$ cat config.mk
export PLATFORM = sky130hd
export DESIGN_NAME = recursive_mutex_fifo_waiters
export DESIGN_NICKNAME = d
export VERILOG_FILES = /design/src/rmfw_pkg.sv /design/src/rmfw_ram.sv /design/src/rmfw_queue.sv /design/src/rmfw_ctrl.sv /design/src/recursive_mutex_fifo_waiters.sv
export SDC_FILE = /design/constraint.sdc
export NUM_CORES = 1
export LEC_CHECK = 0
export BUFFER_PORTS_ARGS = -buffer_cell sky130_fd_sc_hd__buf_2
export CAP_MARGIN = 20
export CORE_MARGIN = 2
export CORE_UTILIZATION = 50
export CTS_CLUSTER_DIAMETER = 100
export CTS_CLUSTER_SIZE = 14
export DETAILED_ROUTE_END_ITERATION = 8
export GPL_TIMING_DRIVEN = 1
export PLACE_DENSITY = 0.77
export SLEW_MARGIN = 20
export SYNTH_ARGS = -nofsm -noshare
export SYNTH_HDL_FRONTEND = slang
export SYNTH_SLANG_ARGS = --single-unit
$ cat constraint.sdc
create_clock -name clk -period 3.5 [get_ports clk]
set_input_delay 0.525 -clock clk [delete_from_list [all_inputs] [get_ports clk]]
set_output_delay 0.525 -clock clk [all_outputs]
set_load 0.005 [all_outputs]
$ cat src/rmfw_pkg.sv
// shared types and constants for the recursive mutex with fifo waiters
`timescale 1ns / 1ps
`default_nettype none
package rmfw_pkg;

  localparam int TID_W    = 4;
  localparam int NUM_IDS  = 1 << TID_W;
  localparam int NEST_W   = 8;
  localparam int NEST_TOP = (1 << NEST_W) - 1;

  typedef enum logic [0:0] {
    CMD_ACQUIRE = 1'b0,
    CMD_RELEASE = 1'b1
  } cmd_e_t;

  typedef enum logic [2:0] {
    ST_GRANTED      = 3'd0,
    ST_NESTED_GRANT = 3'd1,
    ST_QUEUED       = 3'd2,
    ST_NESTED_REL   = 3'd3,
    ST_FREED        = 3'd4,
    ST_NOT_HOLDER   = 3'd5,
    ST_ALREADY_WAIT = 3'd6,
    ST_NEST_OVF     = 3'd7
  } status_e_t;

  typedef struct packed {
    cmd_e_t             cmd;
    logic [TID_W-1:0]   thread_id;
  } in_word_t;

  typedef struct packed {
    status_e_t          status;
    logic               woken_valid;
    logic [TID_W-1:0]   woken_thread;
    logic               holder_valid;
    logic [TID_W-1:0]   holder_thread;
    logic [NEST_W-1:0]  nest_count;
  } out_word_t;

  typedef struct packed {
    logic               push;
    logic               pop;
    logic [TID_W-1:0]   push_id;
  } q_ctrl_t;

  typedef struct packed {
    logic               full;
    logic               empty;
    logic [TID_W-1:0]   head_id;
  } q_stat_t;

endpackage
`default_nettype wire

$ cat src/rmfw_ram.sv
// generic single write port ram with registered read
`timescale 1ns / 1ps
`default_nettype none
module rmfw_ram #(
  parameter int WIDTH = 4,
  parameter int DEPTH = 16
) (
  input  wire logic                     clk,
  input  wire logic                     wr_en,
  input  wire logic [$clog2(DEPTH)-1:0] wr_addr,
  input  wire logic [WIDTH-1:0]         wr_data,
  input  wire logic [$clog2(DEPTH)-1:0] rd_addr,
  output logic      [WIDTH-1:0]         rd_data
);

  logic [WIDTH-1:0] mem_r [DEPTH];
  logic [WIDTH-1:0] rd_data_r;

  always_ff @(posedge clk) begin
    if (wr_en) begin
      mem_r[wr_addr] <= wr_data;
    end
    rd_data_r <= mem_r[rd_addr];
  end

  assign rd_data = rd_data_r;

endmodule
`default_nettype wire

$ cat src/rmfw_queue.sv
// fifo of waiting thread ids with head prefetch from ram
`timescale 1ns / 1ps
`default_nettype none
module rmfw_queue import rmfw_pkg::*; #(
  parameter int THREADS = 16
) (
  input  wire logic    clk,
  input  wire logic    rst_n,
  input  wire q_ctrl_t ctrl,
  output q_stat_t      stat
);

  localparam int PTR_W  = $clog2(THREADS);
  localparam int FILL_W = $clog2(THREADS + 1);
  localparam logic [PTR_W-1:0]  LAST = PTR_W'(THREADS - 1);
  localparam logic [FILL_W-1:0] CAP  = FILL_W'(THREADS);

  logic [PTR_W-1:0]  head_r, head_nxt;
  logic [PTR_W-1:0]  tail_r, tail_nxt;
  logic [FILL_W-1:0] fill_r, fill_nxt;
  logic              byp_r;
  logic [TID_W-1:0]  byp_data_r;
  logic [TID_W-1:0]  rd_data;

  function automatic logic [PTR_W-1:0] next_slot(input logic [PTR_W-1:0] p);
    next_slot = (p == LAST) ? '0 : p + PTR_W'(1);
  endfunction

  always_comb begin
    head_nxt = head_r;
    tail_nxt = tail_r;
    fill_nxt = fill_r;
    if (ctrl.push) begin
      tail_nxt = next_slot(tail_r);
      fill_nxt = fill_r + FILL_W'(1);
    end
    if (ctrl.pop) begin
      head_nxt = next_slot(head_r);
      fill_nxt = fill_r - FILL_W'(1);
    end
  end

  rmfw_ram #(
    .WIDTH (TID_W),
    .DEPTH (THREADS)
  ) u_ram (
    .clk     (clk),
    .wr_en   (ctrl.push),
    .wr_addr (tail_r),
    .wr_data (ctrl.push_id),
    .rd_addr (head_nxt),
    .rd_data (rd_data)
  );

  always_ff @(posedge clk) begin
    if (!rst_n) begin
      head_r <= '0;
      tail_r <= '0;
      fill_r <= '0;
      byp_r  <= 1'b0;
    end else begin
      head_r <= head_nxt;
      tail_r <= tail_nxt;
      fill_r <= fill_nxt;
      byp_r  <= ctrl.push && (tail_r == head_nxt);
    end
  end

  // capture push data for a write into the slot being prefetched
  always_ff @(posedge clk) begin
    byp_data_r <= ctrl.push_id;
  end

  assign stat.full    = (fill_r >= CAP);
  assign stat.empty   = (fill_r == '0);
  assign stat.head_id = byp_r ? byp_data_r : rd_data;

`ifndef NO_ASSERTIONS
  a_no_pop_empty: assert property (@(posedge clk) disable iff (!rst_n)
    ctrl.pop |-> !stat.empty) else $error("pop from empty wait queue");
  a_no_push_full: assert property (@(posedge clk) disable iff (!rst_n)
    ctrl.push |-> !stat.full) else $error("push into full wait queue");
  a_fill_ptrs: assert property (@(posedge clk) disable iff (!rst_n)
    (stat.empty |-> head_r == tail_r)) else $error("empty queue with split pointers");
`endif

endmodule
`default_nettype wire

$ cat src/rmfw_ctrl.sv
// lock owner, nesting depth, waiting mask and request decision
`timescale 1ns / 1ps
`default_nettype none
module rmfw_ctrl import rmfw_pkg::*; #(
  parameter int MAX_NEST = 255
) (
  input  wire logic     clk,
  input  wire logic     rst_n,
  input  wire logic     fire,
  input  wire in_word_t word,
  input  wire q_stat_t  qstat,
  output q_ctrl_t       qctrl,
  output out_word_t     res
);

  localparam logic [NEST_W-1:0] NEST_CAP =
    NEST_W'((MAX_NEST < NEST_TOP) ? MAX_NEST : NEST_TOP);

  logic               owner_valid_r, owner_valid_nxt;
  logic [TID_W-1:0]   owner_id_r, owner_id_nxt;
  logic [NEST_W-1:0]  depth_r, depth_nxt;
  logic [NUM_IDS-1:0] mask_r, mask_nxt;
  logic               is_holder;
  logic               push_c;
  logic               pop_c;
  logic               woke;
  logic [TID_W-1:0]   woke_id;
  status_e_t          status;

  assign is_holder = owner_valid_r && (owner_id_r == word.thread_id);

  always_comb begin
    owner_valid_nxt = owner_valid_r;
    owner_id_nxt    = owner_id_r;
    depth_nxt       = depth_r;
    mask_nxt        = mask_r;
    push_c          = 1'b0;
    pop_c           = 1'b0;
    woke            = 1'b0;
    woke_id         = '0;
    status          = ST_NOT_HOLDER;
    case (word.cmd)
      CMD_ACQUIRE: begin
        if (is_holder) begin
          if (depth_r >= NEST_CAP) begin
            status = ST_NEST_OVF;
          end else begin
            depth_nxt = depth_r + NEST_W'(1);
            status    = ST_NESTED_GRANT;
          end
        end else if (!owner_valid_r) begin
          owner_valid_nxt = 1'b1;
          owner_id_nxt    = word.thread_id;
          depth_nxt       = NEST_W'(1);
          status          = ST_GRANTED;
        end else if (mask_r[word.thread_id] || qstat.full) begin
          status = ST_ALREADY_WAIT;
        end else begin
          push_c                   = 1'b1;
          mask_nxt[word.thread_id] = 1'b1;
          status                   = ST_QUEUED;
        end
      end
      CMD_RELEASE: begin
        if (!is_holder) begin
          status = ST_NOT_HOLDER;
        end else if (depth_r > NEST_W'(1)) begin
          depth_nxt = depth_r - NEST_W'(1);
          status    = ST_NESTED_REL;
        end else begin
          owner_valid_nxt = 1'b0;
          owner_id_nxt    = '0;
          depth_nxt       = '0;
          if (!qstat.empty) begin
            pop_c                  = 1'b1;
            woke                   = 1'b1;
            woke_id                = qstat.head_id;
            mask_nxt[qstat.head_id] = 1'b0;
          end
          status = ST_FREED;
        end
      end
      default: begin
        status = ST_NOT_HOLDER;
      end
    endcase
  end

  assign qctrl.push    = fire && push_c;
  assign qctrl.pop     = fire && pop_c;
  assign qctrl.push_id = word.thread_id;

  assign res.status        = status;
  assign res.woken_valid   = woke;
  assign res.woken_thread  = woke_id;
  assign res.holder_valid  = owner_valid_nxt;
  assign res.holder_thread = owner_valid_nxt ? owner_id_nxt : '0;
  assign res.nest_count    = owner_valid_nxt ? depth_nxt : '0;

  always_ff @(posedge clk) begin
    if (!rst_n) begin
      owner_valid_r <= 1'b0;
      owner_id_r    <= '0;
      depth_r       <= '0;
      mask_r        <= '0;
    end else if (fire) begin
      owner_valid_r <= owner_valid_nxt;
      owner_id_r    <= owner_id_nxt;
      depth_r       <= depth_nxt;
      mask_r        <= mask_nxt;
    end
  end

`ifndef NO_ASSERTIONS
  a_held_depth: assert property (@(posedge clk) disable iff (!rst_n)
    owner_valid_r |-> (depth_r != '0) && (depth_r <= NEST_CAP))
    else $error("held lock with bad nesting depth");
  a_free_depth: assert property (@(posedge clk) disable iff (!rst_n)
    !owner_valid_r |-> (depth_r == '0) && (owner_id_r == '0))
    else $error("free lock keeps owner state");
  a_empty_mask: assert property (@(posedge clk) disable iff (!rst_n)
    qstat.empty |-> (mask_r == '0)) else $error("waiting mask set with empty queue");
`endif

endmodule
`default_nettype wire

$ cat src/recursive_mutex_fifo_waiters.sv
// top level: recursive mutex over a binary semaphore with a fifo of waiters
// result: registered, valid in the cycle after its request word is accepted
// throughput: one request word per cycle while out_ready holds, set by the lock update
// made when a word is accepted and the wait queue head prefetched from the ram read port
// reset: synchronous, clears owner, depth, waiting mask and queue pointers
// the wait queue ram is not cleared; only written slots are ever popped
`timescale 1ns / 1ps
`default_nettype none
module recursive_mutex_fifo_waiters import rmfw_pkg::*; #(
  parameter int THREADS  = 16,
  parameter int MAX_NEST = 255
) (
  input  wire logic      clk,
  input  wire logic      rst_n,
  input  wire logic      in_valid,
  output logic           in_ready,
  input  wire in_word_t  in_word,
  output logic           out_valid,
  input  wire logic      out_ready,
  output out_word_t      out_word
);

  logic      fire;
  logic      out_valid_r, out_valid_nxt;
  out_word_t out_word_r;
  out_word_t res;
  q_ctrl_t   qctrl;
  q_stat_t   qstat;

  assign in_ready = !out_valid_r || out_ready;
  assign fire     = in_valid && in_ready;

  rmfw_ctrl #(
    .MAX_NEST (MAX_NEST)
  ) u_ctrl (
    .clk   (clk),
    .rst_n (rst_n),
    .fire  (fire),
    .word  (in_word),
    .qstat (qstat),
    .qctrl (qctrl),
    .res   (res)
  );

  rmfw_queue #(
    .THREADS (THREADS)
  ) u_queue (
    .clk   (clk),
    .rst_n (rst_n),
    .ctrl  (qctrl),
    .stat  (qstat)
  );

  always_comb begin
    out_valid_nxt = out_valid_r;
    if (fire) begin
      out_valid_nxt = 1'b1;
    end else if (out_ready) begin
      out_valid_nxt = 1'b0;
    end
  end

  always_ff @(posedge clk) begin
    if (!rst_n) begin
      out_valid_r <= 1'b0;
    end else begin
      out_valid_r <= out_valid_nxt;
    end
  end

  always_ff @(posedge clk) begin
    if (fire) begin
      out_word_r <= res;
    end
  end

  assign out_valid = out_valid_r;
  assign out_word  = out_word_r;

`ifndef NO_ASSERTIONS
  a_woken_freed: assert property (@(posedge clk) disable iff (!rst_n)
    (out_valid_r && out_word_r.woken_valid) |-> (out_word_r.status == ST_FREED))
    else $error("waiter woken without a final release");
  a_fire_loads: assert property (@(posedge clk) disable iff (!rst_n)
    fire |=> out_valid_r) else $error("accepted word left no result");
  a_free_result: assert property (@(posedge clk) disable iff (!rst_n)
    (out_valid_r && !out_word_r.holder_valid) |->
      (out_word_r.nest_count == '0) && (out_word_r.holder_thread == '0))
    else $error("free lock result carries holder data");
`endif

endmodule
`default_nettype wire

# Word-level counts from Yosys, hierarchy flattened
# Memory sizes are Yosys's and may differ from the RTL's. A register that Yosys moved wholly into a read port is not among the register bits.
# Cells that the tools add are included.
[op_classes] addsub=6 bitwise_logic=5 order_cmp=7 eq_ne=10 mux=53 n_reduce_logical=15
[ops] operator="16-bit 2-to-1 mux" count=6
[ops] operator="8-bit 2-to-1 mux" count=5
[ops] operator="4-bit 2-to-1 mux" count=8
[ops] operator="16-bit one-hot mux with 2 select lines" count=1
[ops] operator="1-bit 2-to-1 mux" count=18
[ops] operator="3-bit 2-to-1 mux" count=6
[ops] operator="16-bit bitwise AND" count=1
[ops] operator="16-bit inverter" count=1
[ops] operator="16-bit bitwise OR" count=1
[ops] operator="8-bit one-hot mux with 2 select lines" count=1
[ops] operator="4-bit by 5-bit less-than comparator with 1-bit output (second input constant)" count=2
[ops] operator="5-bit 2-to-1 mux" count=2
[ops] operator="4-bit by 1-bit adder with 4-bit output (second input constant)" count=2
[ops] operator="8-bit by 1-bit adder with 8-bit output (second input constant)" count=1
[ops] operator="1-bit demux with 4-bit select" count=2
[ops] operator="4-bit == test" count=2
[ops] operator="4-bit == test (second input constant)" count=2
[ops] operator="4-bit by 1-bit greater-or-equal comparator with 1-bit output (second input constant)" count=2
[ops] operator="8-bit greater-or-equal comparator (second input constant)" count=1
[ops] operator="8-bit by 1-bit greater-than comparator with 1-bit output (second input constant)" count=1
[ops] operator="2-bit != test (second input constant)" count=4
[ops] operator="4-bit one-hot mux with 2 select lines" count=1
[ops] operator="8-bit by 1-bit subtractor with 8-bit output (second input constant)" count=1
[ops] operator="1-bit logical AND" count=7
[ops] operator="other kinds (14)" count=18
[word_totals] ff_bits=69 wordCells=113 output_inout_bits=23 mem_bits_rw=64 in_bits=9 memories=1
[mem_list] memory="u_queue.u_ram.mem_r" depth=16 word_bits=4 rd=1 rd_clocked_by_memory_dff=1 write_ports=1 line_no="rmfw_ram.sv:16" source="logic [WIDTH-1:0] mem_r [DEPTH];"

# Logic depth before layout (Yosys ltp)
[depth] depth_word=11 ltp_mapped=14

# By module
# A second synthesis with hierarchy kept.
[unflattened] cells_unflattened=577 hier_area_um2=6705.2
[modules_own_cells] mod="rmfw_ram" seq_area_each_um2=2001.9 cells_per_inst=130 area_each_um2=2666.3 instances=1
[modules_own_cells] mod="rmfw_ctrl" seq_area_each_um2=580.6 cells_per_inst=321 area_each_um2=2394.8 instances=1
[modules_own_cells] mod="rmfw_queue" seq_area_each_um2=360.3 cells_per_inst=100 area_each_um2=955.9 instances=1
[modules_own_cells] mod="recursive_mutex_fifo_waiters" seq_area_each_um2=650.6 cells_per_inst=26 area_each_um2=688.2 instances=1

# Worst setup path after synthesis
# Ideal clock, no wire load.
[synth_path] kind="input-to-reg" startpoint="input port in_word[0] (netlist name)" endpoint="register u_queue.fill_r[4]" stages=14 setup_slack_ps=-97 setup_time_ps=128 arrival_time_ps=3470 path_cell_list="clkbuf_1 > xor2_1 > nor4_2 > buf_2 > clkbuf_1 > o21ai_0 > nor4_1 > ha_1 > a21o_1 > a21oi_1 > nor3_1 > a21oi_1 > xor2_1 > nor2_1"
[synth_via] elab_chain_cells=9 elab_cells_between_ends=15
[synth_rtl] item="start, declared" line_no="recursive_mutex_fifo_waiters.sv:17" source="input wire in_word_t in_word,"
[synth_rtl] item="1-bit binary-select mux with 4-bit select" line_no="rmfw_ctrl.sv:56" source="end else if (mask_r[word.thread_id] || qstat.full) begin"
[synth_rtl] item="1-bit 2-to-1 mux (not written as such)" line_no="rmfw_ctrl.sv:56"
[synth_rtl] item="1-bit logical OR" line_no="rmfw_ctrl.sv:56"
[synth_rtl] item="1-bit 2-to-1 mux" line_no="rmfw_ctrl.sv:56"
[synth_rtl] item="1-bit 2-to-1 mux" line_no="rmfw_ctrl.sv:51" source="end else if (!owner_valid_r) begin"
[synth_rtl] item="1-bit 2-to-1 mux" line_no="rmfw_ctrl.sv:44" source="if (is_holder) begin"
[synth_rtl] item="1-bit 2-to-1 mux" line_no="rmfw_ctrl.sv:42" source="case (word.cmd)"
[synth_rtl] item="1-bit logical AND" line_no="rmfw_ctrl.sv:89" source="assign qctrl.push = fire && push_c;"
[synth_rtl] item="2-bit nonzero test (no line)"
[synth_rtl] item="end signal, assigned" line_no="rmfw_queue.sv:64" source="fill_r <= fill_nxt;"
[synth_rtl] item="end, declared" line_no="rmfw_queue.sv:20" source="logic [FILL_W-1:0] fill_r, fill_nxt;"
# Several ways; a longest one is shown, not always the timed one. The select of a mux whose other input is x is not followed.
# A chain may end at the register's enable or synchronous reset.

# Worst setup path in the final report
[layout_path] startpoint="register u_ctrl.owner_id_r[2]" endpoint="register u_queue.u_ram.rd_data_r[0] (netlist: u_queue.u_ram.rd_data[0]) (read register of u_queue.u_ram.mem_r)"
[layout_via] elab_chain_cells=6
[layout_rtl] item="start, declared" line_no="rmfw_ctrl.sv:20" source="logic [TID_W-1:0] owner_id_r, owner_id_nxt;"
[layout_rtl] item="start signal, assigned" line_no="rmfw_ctrl.sv:108" source="owner_id_r <= owner_id_nxt;"
[layout_rtl] item="4-bit == test" line_no="rmfw_ctrl.sv:30" source="assign is_holder = owner_valid_r && (owner_id_r == word.thread_id);"
[layout_rtl] item="1-bit logical AND" line_no="rmfw_ctrl.sv:30"
[layout_rtl] item="1-bit 2-to-1 mux (2 in a row)"
[layout_rtl] item="1-bit logical AND" line_no="rmfw_ctrl.sv:90" source="assign qctrl.pop = fire && pop_c;"
[layout_rtl] item="4-bit 2-to-1 mux" line_no="rmfw_queue.sv:37" source="if (ctrl.pop) begin"
[layout_rtl] item="end, declared" line_no="rmfw_ram.sv:17" source="logic [WIDTH-1:0] rd_data_r;"
# Every way passes these cells.

==> impl_metrics.json <==
{
  "critPathMaxFanout": 34,
  "gp_congestion": 0.9127,
  "level_count_of_the_clock_h_tree": 4,
  "gr-usage-all-layers_pct": 22.05,
  "ys.flop_type": "sky130_fd_sc_hd__edfxtp_1",
  "clkLatencyLatePin_ns": 0.42,
  "synth_top_area_share_pct": 39.61,
  "yosys_warnings": 0,
  "vias": 4706,
  "critPathRequiredTime_ns": 3.79,
  "yosys_register_bits": 137,
  "synthCells": 573,
  "totalWireLength_um": 14970,
  "layout-area-overhead-vs-synth_pct": 15.81,
  "cts_setup_buffers": 0,
  "post-synth-top-area-cell": "sky130_fd_sc_hd__edfxtp_1",
  "numPortBuffers": 31,
  "die_w_um": 117.5,
  "dr.first_iter.drc_count": 472,
  "floorplan_die_area_mm2": 0.01381,
  "worst_slew_pin_slew_ns": 0.8601,
  "drt-pass1-iter-count": 5,
  "share_clk_of_total_power_pct": 49.7,
  "synth.top_cells.by_area": "sky130_fd_sc_hd__edfxtp_1 (40%), sky130_fd_sc_hd__dfxtp_1 (16%), sky130_fd_sc_hd__mux2i_1 (5.4%)",
  "dp.cells": 767,
  "crit_arrival_ns": 3.50,
  "hold_crit_class": "in -> reg",
  "timing.setup.tns_ns": 0,
  "slew-limit-headroom_pct": 42.60,
  "final.fill_count": 1028,
  "clock-skew-final_ns": 0.01158,
  "result_of_the_run": "finished, final reports clean",
  "fp.dieH_um": 117.5,
  "maxSlewViolCount": 0,
  "clock_buffers_created_by_tritoncts": 17,
  "final_layout_size_suffix_gt1_share_pct": 17.38,
  "clk_pin_slew_worst_paths_ns": 0.06,
  "postSynth.asyncResetShare_pct": 0,
  "power.leakage_nw": 2.758,
  "sequential_share_of_the_synthesized_area_pct": 55.77,
  "power_switching_share_pct": 21.01,
  "wire_per_inst_um": 18.73,
  "final.period_utilization_pct": 91.51,
  "rsz0062_at_grt": "no",
  "grt_pass1_vias": 4593,
  "end_kind": "flip-flop",
  "avgSynthCellArea_um2": 11.25,
  "critical_path.startpoint_type": "flip-flop",
  "grt_antenna_before_repair": 0,
  "rows": 41,
  "finalSetupViolCount": 0,
  "power_report.internal_total_mw": 3.096,
  "stdcell_count": 799,
  "synth_nets": 594,
  "post_synth_num_cell_types": 60,
  "design.final.nets": 635,
  "ioPinCount": 32,
  "route.detailed.vias_per_inst": 5.890,
  "cpMaxStageDelayCell": "sky130_fd_sc_hd__nor4_2",
  "drt.antenna.violating_nets": 0,
  "finalHoldViolations": 0,
  "post_cts_gate_resize_count": 0,
  "max_capacitance_violation_total": 0,
  "worst_hold_slack_ns": 0.4028,
  "syn-cell-area_mm2": 0.006444,
  "maximum_number_of_pins_on_one_net_before_global_route_repair": 35,
  "power.combinational.fraction_pct": 5.2,
  "overflow": 0,
  "fmax_mhz": 312.2,
  "critPathMaxStageDelay_ns": 0.52,
  "worst_path_dominant_cell_family": "multiplexers",
  "grt_first_pass_wirelength_um": 23870,
  "synth_most_common_cell": "sky130_fd_sc_hd__edfxtp_1",
  "finalPower_mw": 3.919,
  "cts_hold_buf": 0,
  "start_to_end_type_of_the_worst_setup_path": "reg -> reg",
  "vdd_drop_max_mv": 0.4157,
  "synth_commonest_cells": "sky130_fd_sc_hd__edfxtp_1 (85), sky130_fd_sc_hd__nor2_1 (64), sky130_fd_sc_hd__dfxtp_1 (52)",
  "clk_path_buf_depth": 2,
  "detailed_place_hpwl_um": 10170,
  "power.density_cell_area_mw_per_mm2": 525.2,
  "floorplan.initialDensity_pct": 51.06,
  "timing.final.crit_period_ns": 3.203,
  "critPathBufInv": 1,
  "synth-edff-count": 85,
  "tritoncts_clock_tree": "yes",
  "switching_power_uw": 823.2,
  "core_area_mm2": 0.01262,
  "timing.critical_path.cells": "xor2_1, nor4_2, buf_4, and4_4, mux2_4, mux2_2, o21ai_0, o211ai_1",
  "ctsRootBufferMaster": "sky130_fd_sc_hd__clkbuf_16",
  "num_antenna_cells": 0,
  "seq_power_share_pct": 45.1,
  "post-route-worst-setup-slack_ns": 0.2970,
  "dp_worst_setup_slack_ns": 0.04634,
  "remaining_drc_errors": 0,
  "cts_num_sinks": 137
}
-- sequential cells by signal, summed over array words and instances (netlist names) --
signal / count
u_queue.byp_data_r: 4
u_ctrl.owner_valid_r: 1
out_valid: 1
u_queue.byp_r: 1
u_ctrl.depth_r: 8
u_ctrl.mask_r: 16
u_queue.fill_r: 5
u_ctrl.owner_id_r: 4
u_queue.tail_r: 4
out_word: 21
u_queue.u_ram.mem_r: 64
u_queue.u_ram.rd_data: 4
u_queue.head_r: 4
-- power by group through the flow --
stage               registers, mW  clock network, mW  logic (mW)
CTS                          1.77               1.97       0.204
global route                 1.77               2.04       0.223
floorplan                    1.79                  0       0.122
global placement             1.80                  0       0.197
detailed placement           1.80                  0       0.202
finish                       1.77               1.95       0.205
-- placed cells by master, fill, tap and decap left out, types with 12 or more instances in the layout --
master                      synthesis  routed
sky130_fd_sc_hd__clkbuf_16          0      17
sky130_fd_sc_hd__a21oi_1           27      27
sky130_fd_sc_hd__nor3_1            13      13
sky130_fd_sc_hd__buf_2              3      31
sky130_fd_sc_hd__nor2_1            64      64
sky130_fd_sc_hd__edfxtp_1          85      85
sky130_fd_sc_hd__buf_4              0      24
sky130_fd_sc_hd__mux2i_1           35      35
sky130_fd_sc_hd__o21ai_0           34      34
sky130_fd_sc_hd__inv_1             14      14
sky130_fd_sc_hd__nand3_1           12      12
sky130_fd_sc_hd__nand2_1           39      39
sky130_fd_sc_hd__dfxtp_1           52      52
-- cell families after synthesis --
kind of cell    synth area share, %
compound gates                12.41
buf+inv                       3.631
mux                           9.165
fa+ha+maj                     2.447
simple gates                  14.16
flops                         55.77
xor+xnor                      2.427
-- final timing paths --
path	cells past startpoint	end	from	slack, ns
max	8	u_queue.u_ram.rd_data[0]	u_ctrl.owner_id_r[2]	0.30
min	3	out_valid	in_valid	0.40
max reg2reg	8	u_queue.u_ram.rd_data[0]	u_ctrl.owner_id_r[2]	0.30
min reg2reg	2	u_ctrl.mask_r[14]	u_ctrl.mask_r[14]	0.48
-- worst register-to-register path, stage by stage, from the launching register on --
cell                       delay, ns
sky130_fd_sc_hd__dfxtp_1        0.49
sky130_fd_sc_hd__xor2_1         0.13
sky130_fd_sc_hd__nor4_2         0.52
sky130_fd_sc_hd__buf_4          0.33
sky130_fd_sc_hd__and4_4         0.27
sky130_fd_sc_hd__mux2_4         0.51
sky130_fd_sc_hd__mux2_2         0.41
sky130_fd_sc_hd__o21ai_0        0.29
sky130_fd_sc_hd__o211ai_1       0.13
-- layer usage --
metal / global-route usage [%] / routed length, µm / share of wire (%)
met1: 29.34 / 6723 / 45
met2: 35.45 / 7251 / 48
met3: 6.105 / 772 / 5.2
met4: 6.476 / 220 / 1.5
met5: 0 / 0 / 0
-- cell type report --
| class | count | area [µm²] | area share [%] |
|---|---|---|---|
| flip-flops and latches | 137 | 3593 | 48.16 |
| multi-input cells | 389 | 2623 | 35.14 |
| clock buffers | 20 | 446.7 | 5.986 |
| repair buffers | 55 | 335.3 | 4.494 |
| well taps | 172 | 215.2 | 2.884 |
| clock inverters | 12 | 196.4 | 2.632 |
| inverters | 14 | 52.55 | 0.7042 |
-- stage by stage --
step                      instance area [µm²]  utilization [%]
after CTS                                7462            59.13
final                                    7462            59.13
after global placement                   6819            54.04
after detailed placement                 6819            54.04
after floorplan                          6450                -
after global routing                     7462            59.13
No activity file was read; power rests on OpenSTA's default activity.
